## src/design/plva_pkg.sv

```systemverilog
// package: shared payload layouts and field widths of the voice allocator
`default_nettype none
package plva_pkg;

   localparam int ReqDataWidth = 32;
   localparam int RspDataWidth = 24;

   // request payload, lowest field in the lowest bits
   typedef struct packed {
      logic [15:0] sound_id;
      logic [7:0]  busy_mask;
      logic [7:0]  request_priority;
   } req_data_type;

   // response payload, lowest field in the lowest bits
   typedef struct packed {
      logic [2:0]  pad;
      logic [15:0] start_sound_id;
      logic        stolen;
      logic [2:0]  voice_index;
      logic        granted;
   } rsp_data_type;

endpackage
`default_nettype wire

```

## src/design/priority_lru_voice_allocator.sv

```systemverilog
// top level: priority lru voice allocator with recency and priority tables in ram
//
// usage: one request transaction on req_* yields exactly one response on rsp_*.
// req_tdata carries request_priority, busy_mask and sound_id; rsp_tdata carries
// granted, voice_index, stolen and start_sound_id. the recency list and the
// per-voice priorities live in two single-read, single-write rams with registered
// reads. a request walks the recency list once through a two-stage read
// pipeline (order ram, then priority ram), picks the first idle voice or else the
// least recently used voice of low enough priority, then moves it to the front
// with one ram write per shifted position and writes the new priority.
// one request is in flight at a time: a new request is taken only after the
// response of the last one has been loaded into the output register.
// reset: the list reads as voice p at place p and all priorities read as zero
// through per-entry valid flags; no clearing pass is needed. a finished response
// waits in the output register while rsp_tready is low, and a new request is
// already taken during that wait; the next response waits for the slot to free.
`default_nettype none
module priority_lru_voice_allocator
   import plva_pkg::*;
#(
   parameter int NUM_VOICES    = 8,
   parameter int PRIORITY_BITS = 8
) (
   input  wire                     clock,
   input  wire                     reset,
   input  wire                     req_tvalid,
   output logic                    req_tready,
   // request_priority [7:0], busy_mask [15:8], sound_id [31:16]
   input  wire  [ReqDataWidth-1:0] req_tdata,
   output logic                    rsp_tvalid,
   input  wire                     rsp_tready,
   // granted [0], voice_index [3:1], stolen [4], start_sound_id [20:5], zero [23:21]
   output logic [RspDataWidth-1:0] rsp_tdata
);

   localparam int VW = (NUM_VOICES > 1) ? $clog2(NUM_VOICES) : 1;
   localparam int PW = $clog2(NUM_VOICES + 1);
   localparam int PB = PRIORITY_BITS;
   localparam logic [PW-1:0] LastCnt = PW'(NUM_VOICES);
   localparam logic [VW-1:0] LastPos = VW'(NUM_VOICES - 1);

   localparam logic [2:0] StIdle   = 3'd0;
   localparam logic [2:0] StScan   = 3'd1;
   localparam logic [2:0] StDecide = 3'd2;
   localparam logic [2:0] StShift  = 3'd3;
   localparam logic [2:0] StCommit = 3'd4;
   localparam logic [2:0] StDone   = 3'd5;

   req_data_type req_in;
   rsp_data_type rsp_data_in, rsp_data_ff;

   logic [2:0]    state_ff, state_in;
   logic [PB-1:0] prio_ff, prio_in;
   logic [7:0]    mask_ff, mask_in;
   logic [15:0]   sid_ff, sid_in;
   logic [15:0]   req_prio_ext;
   logic [PW-1:0] rd_cnt_ff, rd_cnt_in;
   logic          s1_vld_ff, s1_vld_in;
   logic          s2_vld_ff, s2_vld_in;
   logic [VW-1:0] s2_pos_ff, s2_pos_in;
   logic [VW-1:0] s2_voice_ff, s2_voice_in;
   logic          idle_hit_ff, idle_hit_in;
   logic [VW-1:0] idle_pos_ff, idle_pos_in;
   logic [VW-1:0] idle_voice_ff, idle_voice_in;
   logic          steal_hit_ff, steal_hit_in;
   logic [VW-1:0] steal_pos_ff, steal_pos_in;
   logic [VW-1:0] steal_voice_ff, steal_voice_in;
   logic [VW-1:0] sel_voice_ff, sel_voice_in;
   logic          granted_ff, granted_in;
   logic          stolen_ff, stolen_in;
   logic [VW-1:0] sh_cnt_ff, sh_cnt_in;
   logic          sh_pend_ff, sh_pend_in;
   logic [VW-1:0] sh_wa_ff, sh_wa_in;
   logic          rsp_valid_ff, rsp_valid_in;

   // recency list ram
   logic [VW-1:0]         order_mem [NUM_VOICES];
   logic [NUM_VOICES-1:0] order_vld_ff, order_vld_in;
   logic [VW-1:0]         order_rd_ff, order_ra_ff, order_raddr, order_rdat;
   logic                  order_rvld_ff;
   logic                  order_we;
   logic [VW-1:0]         order_wa, order_wd;

   // per-voice priority ram
   logic [PB-1:0]         prio_mem [NUM_VOICES];
   logic [NUM_VOICES-1:0] prio_vld_ff, prio_vld_in;
   logic [PB-1:0]         prio_rd_ff, prio_rdat;
   logic                  prio_rvld_ff;
   logic                  prio_we;

   logic [7:0]    s2_voice_ext, sel_voice_ext;
   logic          s2_idle;
   logic [VW-1:0] pick_pos, pick_voice;

   // unwritten entries read as their reset contents
   assign order_rdat = order_rvld_ff ? order_rd_ff : order_ra_ff;
   assign prio_rdat  = prio_rvld_ff ? prio_rd_ff : '0;

   assign req_in       = req_data_type'(req_tdata);
   assign req_prio_ext = 16'(req_in.request_priority);
   assign s2_voice_ext = 8'(s2_voice_ff);
   assign sel_voice_ext = 8'(sel_voice_ff);
   // voices without a mask bit count as busy
   assign s2_idle = (s2_voice_ext < 8'd8) && !mask_ff[s2_voice_ext[2:0]];
   assign pick_pos   = idle_hit_ff ? idle_pos_ff : steal_pos_ff;
   assign pick_voice = idle_hit_ff ? idle_voice_ff : steal_voice_ff;

   assign req_tready = (state_ff == StIdle);
   assign rsp_tvalid = rsp_valid_ff;
   assign rsp_tdata  = rsp_data_ff;

   always_comb begin
      state_in       = state_ff;
      prio_in        = prio_ff;
      mask_in        = mask_ff;
      sid_in         = sid_ff;
      rd_cnt_in      = rd_cnt_ff;
      s1_vld_in      = 1'b0;
      s2_vld_in      = s1_vld_ff;
      s2_pos_in      = order_ra_ff;
      s2_voice_in    = order_rdat;
      idle_hit_in    = idle_hit_ff;
      idle_pos_in    = idle_pos_ff;
      idle_voice_in  = idle_voice_ff;
      steal_hit_in   = steal_hit_ff;
      steal_pos_in   = steal_pos_ff;
      steal_voice_in = steal_voice_ff;
      sel_voice_in   = sel_voice_ff;
      granted_in     = granted_ff;
      stolen_in      = stolen_ff;
      sh_cnt_in      = sh_cnt_ff;
      sh_pend_in     = 1'b0;
      sh_wa_in       = sh_wa_ff;
      rsp_valid_in   = rsp_valid_ff;
      rsp_data_in    = rsp_data_ff;
      order_raddr    = '0;
      order_we       = 1'b0;
      order_wa       = '0;
      order_wd       = '0;
      prio_we        = 1'b0;

      if (rsp_valid_ff && rsp_tready) begin
         rsp_valid_in = 1'b0;
      end

      case (state_ff)
         StIdle: begin
            if (req_tvalid) begin
               prio_in      = req_prio_ext[PB-1:0];
               mask_in      = req_in.busy_mask;
               sid_in       = req_in.sound_id;
               rd_cnt_in    = '0;
               idle_hit_in  = 1'b0;
               steal_hit_in = 1'b0;
               state_in     = StScan;
            end
         end
         StScan: begin
            if (rd_cnt_ff != LastCnt) begin
               order_raddr = rd_cnt_ff[VW-1:0];
               s1_vld_in   = 1'b1;
               rd_cnt_in   = rd_cnt_ff + 1'b1;
            end
            if (s2_vld_ff) begin
               if (s2_idle && !idle_hit_ff) begin
                  idle_hit_in   = 1'b1;
                  idle_pos_in   = s2_pos_ff;
                  idle_voice_in = s2_voice_ff;
               end
               // the last match in list order is the least recent one
               if (prio_rdat <= prio_ff) begin
                  steal_hit_in   = 1'b1;
                  steal_pos_in   = s2_pos_ff;
                  steal_voice_in = s2_voice_ff;
               end
               if (s2_pos_ff == LastPos) begin
                  state_in = StDecide;
               end
            end
         end
         StDecide: begin
            if (idle_hit_ff || steal_hit_ff) begin
               granted_in   = 1'b1;
               stolen_in    = !idle_hit_ff;
               sh_cnt_in    = pick_pos;
               sel_voice_in = pick_voice;
               state_in     = (pick_pos == '0) ? StCommit : StShift;
            end else begin
               granted_in = 1'b0;
               stolen_in  = 1'b0;
               state_in   = StDone;
            end
         end
         StShift: begin
            // read place i-1, write it to place i in the following cycle
            if (sh_cnt_ff != '0) begin
               order_raddr = sh_cnt_ff - 1'b1;
               sh_pend_in  = 1'b1;
               sh_wa_in    = sh_cnt_ff;
               sh_cnt_in   = sh_cnt_ff - 1'b1;
            end
            if (sh_pend_ff) begin
               order_we = 1'b1;
               order_wa = sh_wa_ff;
               order_wd = order_rdat;
               if (sh_cnt_ff == '0) begin
                  state_in = StCommit;
               end
            end
         end
         StCommit: begin
            order_we = 1'b1;
            order_wa = '0;
            order_wd = sel_voice_ff;
            prio_we  = 1'b1;
            state_in = StDone;
         end
         StDone: begin
            if (!rsp_valid_ff || rsp_tready) begin
               rsp_valid_in               = 1'b1;
               rsp_data_in.pad            = '0;
               rsp_data_in.granted        = granted_ff;
               rsp_data_in.voice_index    = granted_ff ? sel_voice_ext[2:0] : 3'd0;
               rsp_data_in.stolen         = stolen_ff;
               rsp_data_in.start_sound_id = granted_ff ? sid_ff : 16'd0;
               state_in                   = StIdle;
            end
         end
         default: begin
            state_in = StIdle;
         end
      endcase

      order_vld_in = order_vld_ff;
      if (order_we) begin
         order_vld_in[order_wa] = 1'b1;
      end
      prio_vld_in = prio_vld_ff;
      if (prio_we) begin
         prio_vld_in[sel_voice_ff] = 1'b1;
      end
   end

   always_ff @(posedge clock) begin
      if (order_we) begin
         order_mem[order_wa] <= order_wd;
      end
      order_rd_ff   <= order_mem[order_raddr];
      order_rvld_ff <= order_vld_ff[order_raddr];
      order_ra_ff   <= order_raddr;
      if (prio_we) begin
         prio_mem[sel_voice_ff] <= prio_ff;
      end
      prio_rd_ff   <= prio_mem[order_rdat];
      prio_rvld_ff <= prio_vld_ff[order_rdat];
   end

   always_ff @(posedge clock) begin
      if (reset) begin
         state_ff     <= StIdle;
         s1_vld_ff    <= 1'b0;
         s2_vld_ff    <= 1'b0;
         sh_pend_ff   <= 1'b0;
         rsp_valid_ff <= 1'b0;
         order_vld_ff <= '0;
         prio_vld_ff  <= '0;
      end else begin
         state_ff     <= state_in;
         s1_vld_ff    <= s1_vld_in;
         s2_vld_ff    <= s2_vld_in;
         sh_pend_ff   <= sh_pend_in;
         rsp_valid_ff <= rsp_valid_in;
         order_vld_ff <= order_vld_in;
         prio_vld_ff  <= prio_vld_in;
      end
   end

   always_ff @(posedge clock) begin
      prio_ff        <= prio_in;
      mask_ff        <= mask_in;
      sid_ff         <= sid_in;
      rd_cnt_ff      <= rd_cnt_in;
      s2_pos_ff      <= s2_pos_in;
      s2_voice_ff    <= s2_voice_in;
      idle_hit_ff    <= idle_hit_in;
      idle_pos_ff    <= idle_pos_in;
      idle_voice_ff  <= idle_voice_in;
      steal_hit_ff   <= steal_hit_in;
      steal_pos_ff   <= steal_pos_in;
      steal_voice_ff <= steal_voice_in;
      sel_voice_ff   <= sel_voice_in;
      granted_ff     <= granted_in;
      stolen_ff      <= stolen_in;
      sh_cnt_ff      <= sh_cnt_in;
      sh_wa_ff       <= sh_wa_in;
      rsp_data_ff    <= rsp_data_in;
   end

endmodule
`default_nettype wire

```

## config.mk

```make
export PLATFORM = sky130hd
export DESIGN_NAME = priority_lru_voice_allocator
export DESIGN_NICKNAME = d
export VERILOG_FILES = /design/src/design/plva_pkg.sv /design/src/design/priority_lru_voice_allocator.sv
export SDC_FILE = /design/constraint.sdc
export NUM_CORES = 1
export LEC_CHECK = 0
export BUFFER_PORTS_ARGS = -buffer_cell sky130_fd_sc_hd__buf_2
export CORE_ASPECT_RATIO = 1.25
export CORE_MARGIN = 2
export CORE_UTILIZATION = 29
export CTS_CLUSTER_DIAMETER = 30
export DETAILED_ROUTE_END_ITERATION = 7
export GPL_TIMING_DRIVEN = 0
export SLEW_MARGIN = 10
export SYNTH_ARGS = -nofsm -noshare
export SYNTH_HDL_FRONTEND = slang
export SYNTH_SLANG_ARGS = --single-unit
```

## constraint.sdc

```tcl
create_clock -name clock -period 7.8 [get_ports clock]
set_input_delay 1.56 -clock clock [delete_from_list [all_inputs] [get_ports clock]]
set_output_delay 1.56 -clock clock [all_outputs]
set_load 0.005 [all_outputs]
```

* After elaboration in Yosys (flattened, before gate mapping)
Memories as Yosys holds them, arrays and structs flattened. A register that Yosys moved wholly into a read port is not among the register bits. Cells that the tools add are included.
Storage, ports and cells: register bits 116, RAM bits 88, input port bits 36, output and inout bits 26, word-level logic and storage cells 151, memories 2
Cells by class: add/subtract/negate cells 2, order comparisons 9, eq/ne operators 18, multiplexer cells 56, bitwise logic cells 4, reductions and logical operators 29
Memories:
- prio_mem | words 8, width 8, rd ports 1, clocked after memory_dff 1, write ports 1, RTL line priority_lru_voice_allocator.sv:85 | logic [PB-1:0] prio_mem [NUM_VOICES];
- order_mem | words 8, width 3, rd ports 1, clocked after memory_dff 1, write ports 1, RTL line priority_lru_voice_allocator.sv:77 | logic [VW-1:0] order_mem [NUM_VOICES];
Operators with widths (count):
- 3-bit two-way mux | 18
- 3-bit by 4-bit less-than comparator with 1-bit output, second input constant | 6
- 1-bit two-way mux | 22
- 2-bit != test, second input constant | 11
- 3-bit one-hot mux with 2 select lines | 3
- 3-bit one-hot mux with 6 select lines | 1
- 8-bit bitwise OR | 2
- 3-bit AND reduction | 4
- 1-bit binary-select mux with 3-bit select | 3
- 3-bit == test, second input constant | 3
- 3-bit zero test | 3
- 8-bit <= comparator | 1
- 4-bit two-way mux | 2
- 8-bit two-way mux | 1
- 4-bit one-hot mux with 2 select lines | 1
- 2-bit AND reduction | 4
- 4-bit AND reduction | 2
- 1-bit demux with 3-bit select | 2
- 3-bit by 2-bit == test with 1-bit output, second input constant | 2
- 3-bit by 1-bit >= comparator with 1-bit output, second input constant | 2
- 1-bit one-hot mux with 2 select lines | 3
- 6-bit AND reduction | 1
- 1-bit logical AND | 5
- 4-bit by 1-bit adder with 4-bit output, second input constant | 1
- other kinds (9) | 15

* Longest topological paths before layout
Gate-level depths: netlist of the first run.
word-level depth 8, mapped depth 10, depth with buffers taken out 9

* Least setup slack after synthesis of the first run
OpenSTA, ideal clock, no wires.
path kind input-to-reg, from in rsp_tready, to reg rsp_data_ff (netlist bit rsp_tdata[0]) (enable), arrival time 2.673 ns, data required time 7.399 ns, slack 4.726 ns, stages on the path 2, path buffers 0, cells stage by stage nand2b_1 -> nor2b_1
Between the ends: cells in the longest elaborated chain, start to end 2
RTL lines:
- start: declaration | RTL line priority_lru_voice_allocator.sv:31 | input wire rsp_tready,
- 1-bit logical OR | RTL line priority_lru_voice_allocator.sv:219 | if (!rsp_valid_ff || rsp_tready) begin
- 2-bit AND reduction (no line)
- end signal: assignment | RTL line priority_lru_voice_allocator.sv:296 | rsp_data_ff <= rsp_data_in;
- end: declaration | RTL line priority_lru_voice_allocator.sv:50 | rsp_data_type rsp_data_in, rsp_data_ff;
Every way passes these cells. A chain may end at the register's enable or synchronous reset.

* Worst setup path after layout of the first run
from reg state_ff[2], to out req_tready
Between the ends: cells in the longest elaborated chain, start to end 1
RTL lines:
- start: declaration | RTL line priority_lru_voice_allocator.sv:52 | logic [2:0] state_ff, state_in;
- start signal: assignment | RTL line priority_lru_voice_allocator.sv:260 | state_ff <= StIdle;
- start signal: assignment | RTL line priority_lru_voice_allocator.sv:268 | state_ff <= state_in;
- 3-bit zero test | RTL line priority_lru_voice_allocator.sv:108 | assign req_tready = (state_ff == StIdle);
- end: declaration | RTL line priority_lru_voice_allocator.sv:27 | output logic req_tready,
Every way passes these cells.

==> results of run 1 <==
-- sequential cells by signal, summed over array words and instances (netlist names), 3 cells and up --
register	flops
mask_ff	8
order_vld_ff	8
steal_pos_ff	3
s2_voice_ff	3
sh_wa_ff	3
prio_ff	8
prio_rd_ff	8
sh_cnt_ff	3
order_rd_ff	3
sid_ff	16
state_ff	3
steal_voice_ff	3
prio_vld_ff	8
idle_pos_ff	3
prio_mem	64
order_ra_ff	3
rd_cnt_ff	4
s2_pos_ff	3
order_mem	24
sel_voice_ff	3
rsp_tdata	21
idle_voice_ff	3
-- power by group through the flow --
stage	Combinational [W]	Clock (W)	Sequential, W
global placement	0.000225	0	0.00136
finish	0.000229	0.00171	0.00134
global route	0.000255	0.00179	0.00135
floorplan	0.000161	0	0.00135
CTS	0.000231	0.00174	0.00134
detailed placement	0.000229	0	0.00137
-- per-layer routing --
metal	vias to the layer above	track usage	share of wire
li1	2421	-	-
met1	2390	0.137	0.40
met2	109	0.215	0.52
met3	36	0.0260	0.047
met4	0	0.0523	0.029
met5	-	0	0
-- worst min path at each step --
| stage | from | end | slack, ns | cells after the start |
|---|---|---|---|---|
| floorplan | order_ra_ff[0]$_DFF_P_ | s2_pos_ff[0]$_DFF_P_ | 0.33 | 0 |
| global placement | order_ra_ff[2]$_DFF_P_ | s2_pos_ff[2]$_DFF_P_ | 0.37 | 0 |
| detailed placement | order_ra_ff[2]$_DFF_P_ | s2_pos_ff[2]$_DFF_P_ | 0.38 | 0 |
| CTS | order_ra_ff[0]$_DFF_P_ | s2_pos_ff[0]$_DFF_P_ | 0.38 | 0 |
| global route | order_ra_ff[1]$_DFF_P_ | s2_pos_ff[1]$_DFF_P_ | 0.37 | 0 |
| finish | order_ra_ff[0]$_DFF_P_ | s2_pos_ff[0]$_DFF_P_ | 0.37 | 0 |
-- cells by family after synthesis --
| group | count (synthesis) |
|---|---|
| AO/OA/AOI/OAI | 53 |
| XOR/XNOR | 2 |
| adder cells (fa/ha/maj) | 12 |
| buffers and inverters | 44 |
| flip-flops | 215 |
| multiplexers | 27 |
| other | 1 |
| AND/OR/NAND/NOR | 263 |
-- stage by stage --
step	setup slack [ns]	cells	hold WS [ns]	total power, W	utilization
finish	4.78	1102	0.369	0.00329	0.369
floorplan	4.73	619	0.330	0.00151	-
CTS	4.76	1102	0.376	0.00332	0.369
detailed placement	4.88	1034	0.383	0.00160	0.322
global route	4.67	1102	0.370	0.00340	0.369
global placement	4.11	1032	0.374	0.00159	0.320
-- area by class of cell --
| type | count | share of cell area |
|---|---|---|
| clock inverter | 23 | 0.0330 |
| timing repair buffer | 60 | 0.0297 |
| buffer | 25 | 0.0123 |
| sequential | 215 | 0.574 |
| multi-input combinational | 360 | 0.205 |
| tap | 355 | 0.0425 |
| inverter | 19 | 0.00729 |
| clock buffer | 45 | 0.0961 |
-- synth_stat cells, types with 12 or more instances --
| library cell | count | area, µm² |
|---|---|---|
| a21oi_1 | 12 | 60.1 |
| and2_1 | 28 | 175 |
| clkbuf_1 | 17 | 63.8 |
| dfxtp_1 | 45 | 901 |
| edfxtp_1 | 170 | 5100 |
| ha_1 | 12 | 150 |
| inv_1 | 16 | 60.1 |
| mux2i_1 | 15 | 150 |
| nand2_1 | 97 | 364 |
| nand3_1 | 47 | 235 |
| nor2_1 | 46 | 173 |
| nor3_1 | 12 | 60.1 |
| o21ai_0 | 16 | 80.1 |
==> run_summary.xml, run 1 <==
<?xml version="1.0" encoding="UTF-8"?>
<metrics>
  <group name="status">
    <metric name="outcome" unit="">finished, final reports clean</metric>
  </group>
  <group name="yosys">
    <metric name="flip_flop_and_latch_count_after_synthesis" unit="">215</metric>
    <metric name="ffs_w_async_s_r_synth" unit="">0</metric>
    <metric name="synth_simple_gate_area_frac" unit="">0.147</metric>
    <metric name="adder_and_majority_gate_portion_of_the_synthesized_area" unit="">0.0181</metric>
    <metric name="synth.yosys.seq_area_share" unit="">0.722</metric>
    <metric name="synth_enable_flop_cells" unit="">170</metric>
    <metric name="synth_area_per_cell" unit="µm²">13.5</metric>
    <metric name="netlist_area" unit="µm²">8310</metric>
    <metric name="largest_family_of_logic_cells_by_synthesized_area" unit="">simple AND/OR/NAND/NOR gates</metric>
    <metric name="yosys.cell_types.count" unit="">55</metric>
    <metric name="synth_area_in_xor_xnor" unit="">0.00211</metric>
    <metric name="synth_compound_area_frac" unit="">0.0476</metric>
    <metric name="synthesis.instances" unit="">617</metric>
    <metric name="synthMuxAreaShare" unit="">0.0375</metric>
    <metric name="yosysWarningCount" unit="">0</metric>
    <metric name="ys.flop_type" unit="">edfxtp_1</metric>
  </group>
  <group name="run">
    <metric name="cap_violations" unit="">0</metric>
  </group>
  <group name="worst_setup_path">
    <metric name="worstPathMaxFanout" unit="">10</metric>
    <metric name="ff2ff_path_depth" unit="">5</metric>
    <metric name="timing.rr.start" unit="">state_ff[1]$_SDFFE_PP0P_</metric>
    <metric name="cpMaxStageDelayCell" unit="">dfxtp_1</metric>
    <metric name="worst-endpoint-arrival" unit="ns">1.46</metric>
    <metric name="timing_worst_setup_path_type" unit="">flip-flop to output pin</metric>
    <metric name="timing.critical_path.max_delay_family" unit="">buffers and inverters</metric>
    <metric name="cp-endpoint" unit="">req_tready</metric>
    <metric name="critical_path_required_time" unit="ns">6.24</metric>
    <metric name="critical_path.startpoint" unit="">state_ff[2]$_SDFFE_PP0P_</metric>
    <metric name="critical_path.cell_chain" unit="">clkbuf_1 &gt; nor3_1 &gt; buf_2</metric>
    <metric name="r2r-end" unit="">order_mem[0][1]$_DFFE_PP_</metric>
    <metric name="crit_path_max_incr_delay" unit="ns">0.31</metric>
    <metric name="startpoint_class" unit="">flip-flop</metric>
    <metric name="worstPathBufferInverterCount" unit="">2</metric>
    <metric name="regToRegSetupSlack" unit="ns">5.18</metric>
    <metric name="critical_path_cell_count" unit="">3</metric>
    <metric name="cp-end-kind" unit="">output pin</metric>
  </group>
  <group name="finish">
    <metric name="diodes" unit="">0</metric>
    <metric name="final_nets" unit="">766</metric>
    <metric name="seqCellArea" unit="µm²">6010</metric>
    <metric name="final_layout_size_suffix_gt1_frac" unit="">0.218</metric>
    <metric name="mostFrequentLayoutCell" unit="">edfxtp_1</metric>
    <metric name="stdcell_area" unit="µm²">10500</metric>
    <metric name="flow.area_growth_from_synthesis" unit="%">25.8</metric>
    <metric name="mostFrequentLayoutCells" unit="">edfxtp_1, nand2_1, buf_2</metric>
    <metric name="num-fill-cells" unit="">2699</metric>
    <metric name="multi_input_area" unit="µm²">2150</metric>
  </group>
  <group name="grt">
    <metric name="gr-total-overflow" unit="">0</metric>
    <metric name="grt_start_max_net_pins" unit="">34</metric>
    <metric name="grt_antenna_before_repair" unit="">0</metric>
    <metric name="number_of_global_route_vias_before_repair" unit="">5109</metric>
    <metric name="grt.total_usage" unit="">0.120</metric>
    <metric name="grt_pass1_wl" unit="mm">27.9</metric>
  </group>
  <group name="power_and_ir_drop">
    <metric name="pwr-share-seq" unit="">0.409</metric>
    <metric name="p_clk_frac" unit="">0.521</metric>
    <metric name="net-switching-power" unit="W">0.000763</metric>
    <metric name="power.switching_fraction" unit="">0.232</metric>
    <metric name="internal_power" unit="W">0.00252</metric>
    <metric name="power_leakage" unit="nW">3.76</metric>
    <metric name="power_per_cell_area" unit="nW/µm²">314</metric>
    <metric name="irDropWorstVdd" unit="mV">0.208</metric>
    <metric name="comb_power_share" unit="">0.070</metric>
  </group>
  <group name="clocking">
    <metric name="tritoncts" unit="">built</metric>
    <metric name="cts.sink_count" unit="">215</metric>
    <metric name="count_of_buffers_added_by_post_cts_timing_repair_for_setup" unit="">0</metric>
    <metric name="cts_buf_count" unit="">37</metric>
    <metric name="worst_skew_pair.late_latency" unit="ns">0.53</metric>
    <metric name="ctsResizeCount" unit="">0</metric>
    <metric name="cts_max_level" unit="">2</metric>
    <metric name="clk_pin_slew" unit="ns">0.05</metric>
    <metric name="clockRootBuffer" unit="">clkbuf_16</metric>
    <metric name="clock_path_buffers" unit="">3</metric>
    <metric name="cts.hold.buffers_added" unit="">0</metric>
  </group>
  <group name="die">
    <metric name="die-area" unit="µm²">30000</metric>
    <metric name="placement_rows" unit="">69</metric>
    <metric name="die_width" unit="µm">155</metric>
    <metric name="io_pins" unit="">62</metric>
    <metric name="initial_core_util" unit="">0.294</metric>
    <metric name="floorplan.die.height" unit="µm">193</metric>
    <metric name="core" unit="µm²">28300</metric>
  </group>
  <group name="placement">
    <metric name="dpl.hpwl" unit="mm">11.8</metric>
    <metric name="io_buffers" unit="">58</metric>
    <metric name="dpl-instance-area" unit="µm²">9110</metric>
    <metric name="gp_weighted_congestion" unit="">0.794</metric>
  </group>
  <group name="timing">
    <metric name="fmax" unit="GHz">0.332</metric>
    <metric name="fin_crit" unit="ns">3.02</metric>
    <metric name="timing.final.hold_violations" unit="">0</metric>
    <metric name="skew" unit="ns">0.0221</metric>
    <metric name="timing.max_slew.rel_slack" unit="">0.221</metric>
    <metric name="worst_pin_slew" unit="ns">1.16</metric>
    <metric name="timing.final.max_slew_violations" unit="">0</metric>
    <metric name="rsz0062_at_grt" unit="">no</metric>
    <metric name="final_setup_fails" unit="">0</metric>
    <metric name="fin_crit_sh" unit="">0.387</metric>
    <metric name="timing.setup.tns" unit="ns">0</metric>
  </group>
  <group name="detailed_routing">
    <metric name="detail_route.wirelength" unit="mm">17.9</metric>
    <metric name="drt_first_iter_violations" unit="">282</metric>
    <metric name="dr.pass1.iters" unit="">4</metric>
    <metric name="via_count_of_the_routed_design" unit="">4956</metric>
    <metric name="drtAntennaViolNets" unit="">0</metric>
    <metric name="drc" unit="">0</metric>
    <metric name="wl_per_cell" unit="µm">16.2</metric>
    <metric name="via_to_cell_ratio" unit="">4.50</metric>
  </group>
  <group name="worst_hold_path">
    <metric name="class_of_the_tightest_hold_or_removal_check" unit="">flip-flop to flip-flop</metric>
  </group>
</metrics>
(Power assumes the default switching activity.)
==> inputs of run 2 (changes only) <==
==> constraint.sdc (replaced) <==
create_clock -name clock -period 2.6 [get_ports clock]
set_input_delay 0.52 -clock clock [delete_from_list [all_inputs] [get_ports clock]]
set_output_delay 0.52 -clock clock [all_outputs]
set_load 0.005 [all_outputs]
==> run 2 against run 1 <==
Against the previous run:
- final area down 2.2%
- via count is 0.32% lower
- clock power increased to 2.5 times the previous value
- hold slack got worse by 0.23 ns
==> run_summary.xml, run 2 (synthesis gave the netlist of run 1 again) <==
<?xml version="1.0" encoding="UTF-8"?>
<metrics>
  <group name="worst_setup_path">
    <metric name="crit_path_max_incr_delay" unit="ns">0.86</metric>
    <metric name="timing.rr.start" unit="">state_ff[1]$_SDFFE_PP0P_</metric>
    <metric name="cpMaxStageDelayCell" unit="">o41ai_1</metric>
    <metric name="timing_worst_setup_path_type" unit="">flip-flop to flip-flop</metric>
    <metric name="regToRegSetupSlack" unit="ns">0.09</metric>
    <metric name="timing.critical_path.max_delay_family" unit="">compound AO/OA/AOI/OAI gates</metric>
    <metric name="critical_path.cell_chain" unit="">buf_2 &gt; and3b_1 &gt; clkbuf_1 &gt; nand2_1 &gt; o41ai_1</metric>
    <metric name="ff2ff_path_depth" unit="">5</metric>
    <metric name="critical_path_required_time" unit="ns">2.76</metric>
    <metric name="worstPathMaxFanout" unit="">10</metric>
    <metric name="cp-end-kind" unit="">flip-flop</metric>
    <metric name="r2r-end" unit="">order_mem[0][2]$_DFFE_PP_</metric>
    <metric name="startpoint_class" unit="">flip-flop</metric>
    <metric name="worst-endpoint-arrival" unit="ns">2.68</metric>
    <metric name="worstPathBufferInverterCount" unit="">2</metric>
  </group>
  <group name="timing">
    <metric name="final_setup_fails" unit="">0</metric>
    <metric name="fin_crit" unit="ns">2.51</metric>
    <metric name="rsz0062_at_grt" unit="">yes</metric>
    <metric name="fin_crit_sh" unit="">0.967</metric>
    <metric name="fmax" unit="GHz">0.398</metric>
    <metric name="timing.setup.tns" unit="ns">0</metric>
    <metric name="timing.max_slew.rel_slack" unit="">0.235</metric>
    <metric name="skew" unit="ns">0.0164</metric>
    <metric name="post-route-worst-setup-slack" unit="ns">0.0850</metric>
    <metric name="timing.final.hold_violations" unit="">0</metric>
    <metric name="timing.final.max_slew_violations" unit="">0</metric>
    <metric name="worst_pin_slew" unit="ns">1.14</metric>
  </group>
  <group name="finish">
    <metric name="diodes" unit="">0</metric>
    <metric name="largest-register" unit="">prio_mem</metric>
    <metric name="final_layout_size_suffix_gt1_frac" unit="">0.213</metric>
    <metric name="num-fill-cells" unit="">2730</metric>
    <metric name="final_nets" unit="">760</metric>
    <metric name="final_core_util" unit="">0.361</metric>
    <metric name="flow.area_growth_from_synthesis" unit="%">23.1</metric>
    <metric name="mostFrequentLayoutCell" unit="">edfxtp_1</metric>
    <metric name="mostFrequentLayoutCells" unit="">edfxtp_1, nand2_1, buf_2</metric>
    <metric name="largest_register_ffs" unit="">64</metric>
  </group>
  <group name="placement">
    <metric name="placement_setup_slack" unit="ns">0.0278</metric>
    <metric name="io_buffers" unit="">58</metric>
    <metric name="dpl.hpwl" unit="mm">12.0</metric>
    <metric name="gp_weighted_congestion" unit="">0.816</metric>
  </group>
  <group name="worst_hold_path">
    <metric name="min_from" unit="">req_tdata[6]</metric>
    <metric name="class_of_the_tightest_hold_or_removal_check" unit="">input pin to flip-flop</metric>
    <metric name="min_path_cells" unit="">1</metric>
    <metric name="timing.hold.worst_endpoint" unit="">prio_ff[6]$_DFFE_PP_</metric>
  </group>
  <group name="grt">
    <metric name="grt_antenna_before_repair" unit="">0</metric>
    <metric name="grt.total_usage" unit="">0.118</metric>
    <metric name="grt_pass1_wl" unit="mm">27.6</metric>
    <metric name="gr-total-overflow" unit="">0</metric>
    <metric name="number_of_global_route_vias_before_repair" unit="">5023</metric>
    <metric name="grt_start_max_net_pins" unit="">34</metric>
  </group>
  <group name="status">
    <metric name="outcome" unit="">finished, final reports clean</metric>
  </group>
  <group name="detailed_routing">
    <metric name="drc" unit="">0</metric>
    <metric name="dr.pass1.iters" unit="">5</metric>
    <metric name="detail_route.wirelength" unit="mm">17.6</metric>
    <metric name="wl_per_cell" unit="µm">16.1</metric>
    <metric name="drt_first_iter_violations" unit="">253</metric>
    <metric name="drtAntennaViolNets" unit="">0</metric>
    <metric name="via_count_of_the_routed_design" unit="">4940</metric>
    <metric name="via_to_cell_ratio" unit="">4.52</metric>
  </group>
  <group name="die">
    <metric name="die_width" unit="µm">155</metric>
    <metric name="die-area" unit="µm²">30000</metric>
    <metric name="placement_rows" unit="">69</metric>
    <metric name="initial_core_util" unit="">0.294</metric>
    <metric name="io_pins" unit="">62</metric>
    <metric name="core" unit="µm²">28300</metric>
    <metric name="floorplan.die.height" unit="µm">193</metric>
  </group>
  <group name="clocking">
    <metric name="cts.hold.buffers_added" unit="">0</metric>
    <metric name="clockRootBuffer" unit="">clkbuf_16</metric>
    <metric name="clk_pin_slew" unit="ns">0.06</metric>
    <metric name="cts.sink_count" unit="">215</metric>
    <metric name="worst_skew_pair.late_latency" unit="ns">0.55</metric>
    <metric name="tritoncts" unit="">built</metric>
    <metric name="cts_max_level" unit="">1</metric>
    <metric name="clock_path_buffers" unit="">3</metric>
    <metric name="cts_buf_count" unit="">31</metric>
  </group>
  <group name="power_and_ir_drop">
    <metric name="power_per_cell_area" unit="nW/µm²">884</metric>
    <metric name="irDropWorstVdd" unit="mV">0.550</metric>
    <metric name="power_leakage" unit="nW">3.64</metric>
  </group>
  <group name="run">
    <metric name="cap_violations" unit="">0</metric>
  </group>
</metrics>
## run 2: cell count changes in the layout (fill, tap and decap cells not counted), sizes merged
cell,previous run,this run
clkbuf,62,48
inv,22,31
clkinv,10,6
bufinv,6,4
clkinvlp,4,5
## run 2: through the flow
stage                     power (W)  instances  hold WS (ns)  area [µm²]
final                       0.00905       1092         0.140       10200
after global routing        0.00940       1092         0.114       10200
after CTS                   0.00913       1092         0.121       10200
after detailed placement    0.00478       1034         0.390        9100
after global placement      0.00477       1032         0.398        9060
after floorplan             0.00452        619         0.330        8320
## run 2: routing by layer
layer | part of all wire | global-route usage | vias to the layer above
met5 | 0 | 0 | -
met1 | 0.40 | 0.138 | 2379
met3 | 0.045 | 0.0164 | 33
li1 | - | - | 2405
met4 | 0.024 | 0.0418 | 0
met2 | 0.53 | 0.217 | 123
## run 2: worst max-delay path by stage
stage                             start                        end  cells after the start
2_1_floorplan  state_ff[1]$_SDFFE_PP0P_      idle_hit_ff$_DFFE_PP_                      7
4_1_cts        state_ff[1]$_SDFFE_PP0P_  order_mem[2][1]$_DFFE_PP_                      5
3_3_place_gp     s2_voice_ff[0]$_DFF_P_      idle_hit_ff$_DFFE_PP_                      4
6_report       state_ff[1]$_SDFFE_PP0P_  order_mem[0][2]$_DFFE_PP_                      5
3_5_place_dp   state_ff[1]$_SDFFE_PP0P_  order_mem[1][1]$_DFFE_PP_                      5
5_1_grt        state_ff[1]$_SDFFE_PP0P_  order_mem[2][1]$_DFFE_PP_                      5
## run 2: report_power, final
part | leakage (nW) | total (W) | switching [W] | internal [W]
combinational | 1.23 | 0.000684 | 0.000431 | 0.000253
sequential | 1.88 | 0.00403 | 0.000125 | 0.00391
clock | 0.528 | 0.00433 | 0.00166 | 0.00267
total | 3.64 | 0.00905 | 0.00222 | 0.00683
## run 2: what timing repair did
action                     in CTS  in global routing
gates resized for setup         0                  3
hold endpoints to repair        0                  0
setup buffers                   0                  0
setup endpoints to repair       0                 42
## run 2: cell type report
cell class | count | area, µm² | area share
inverter | 19 | 76.3 | 0.00746
timing repair buffer | 60 | 313 | 0.0306
buffer | 25 | 129 | 0.0126
sequential | 215 | 6010 | 0.587
clock buffer | 31 | 776 | 0.0758
clock inverter | 27 | 332 | 0.0324
multi-input combinational | 360 | 2160 | 0.211
tap | 355 | 444 | 0.0434
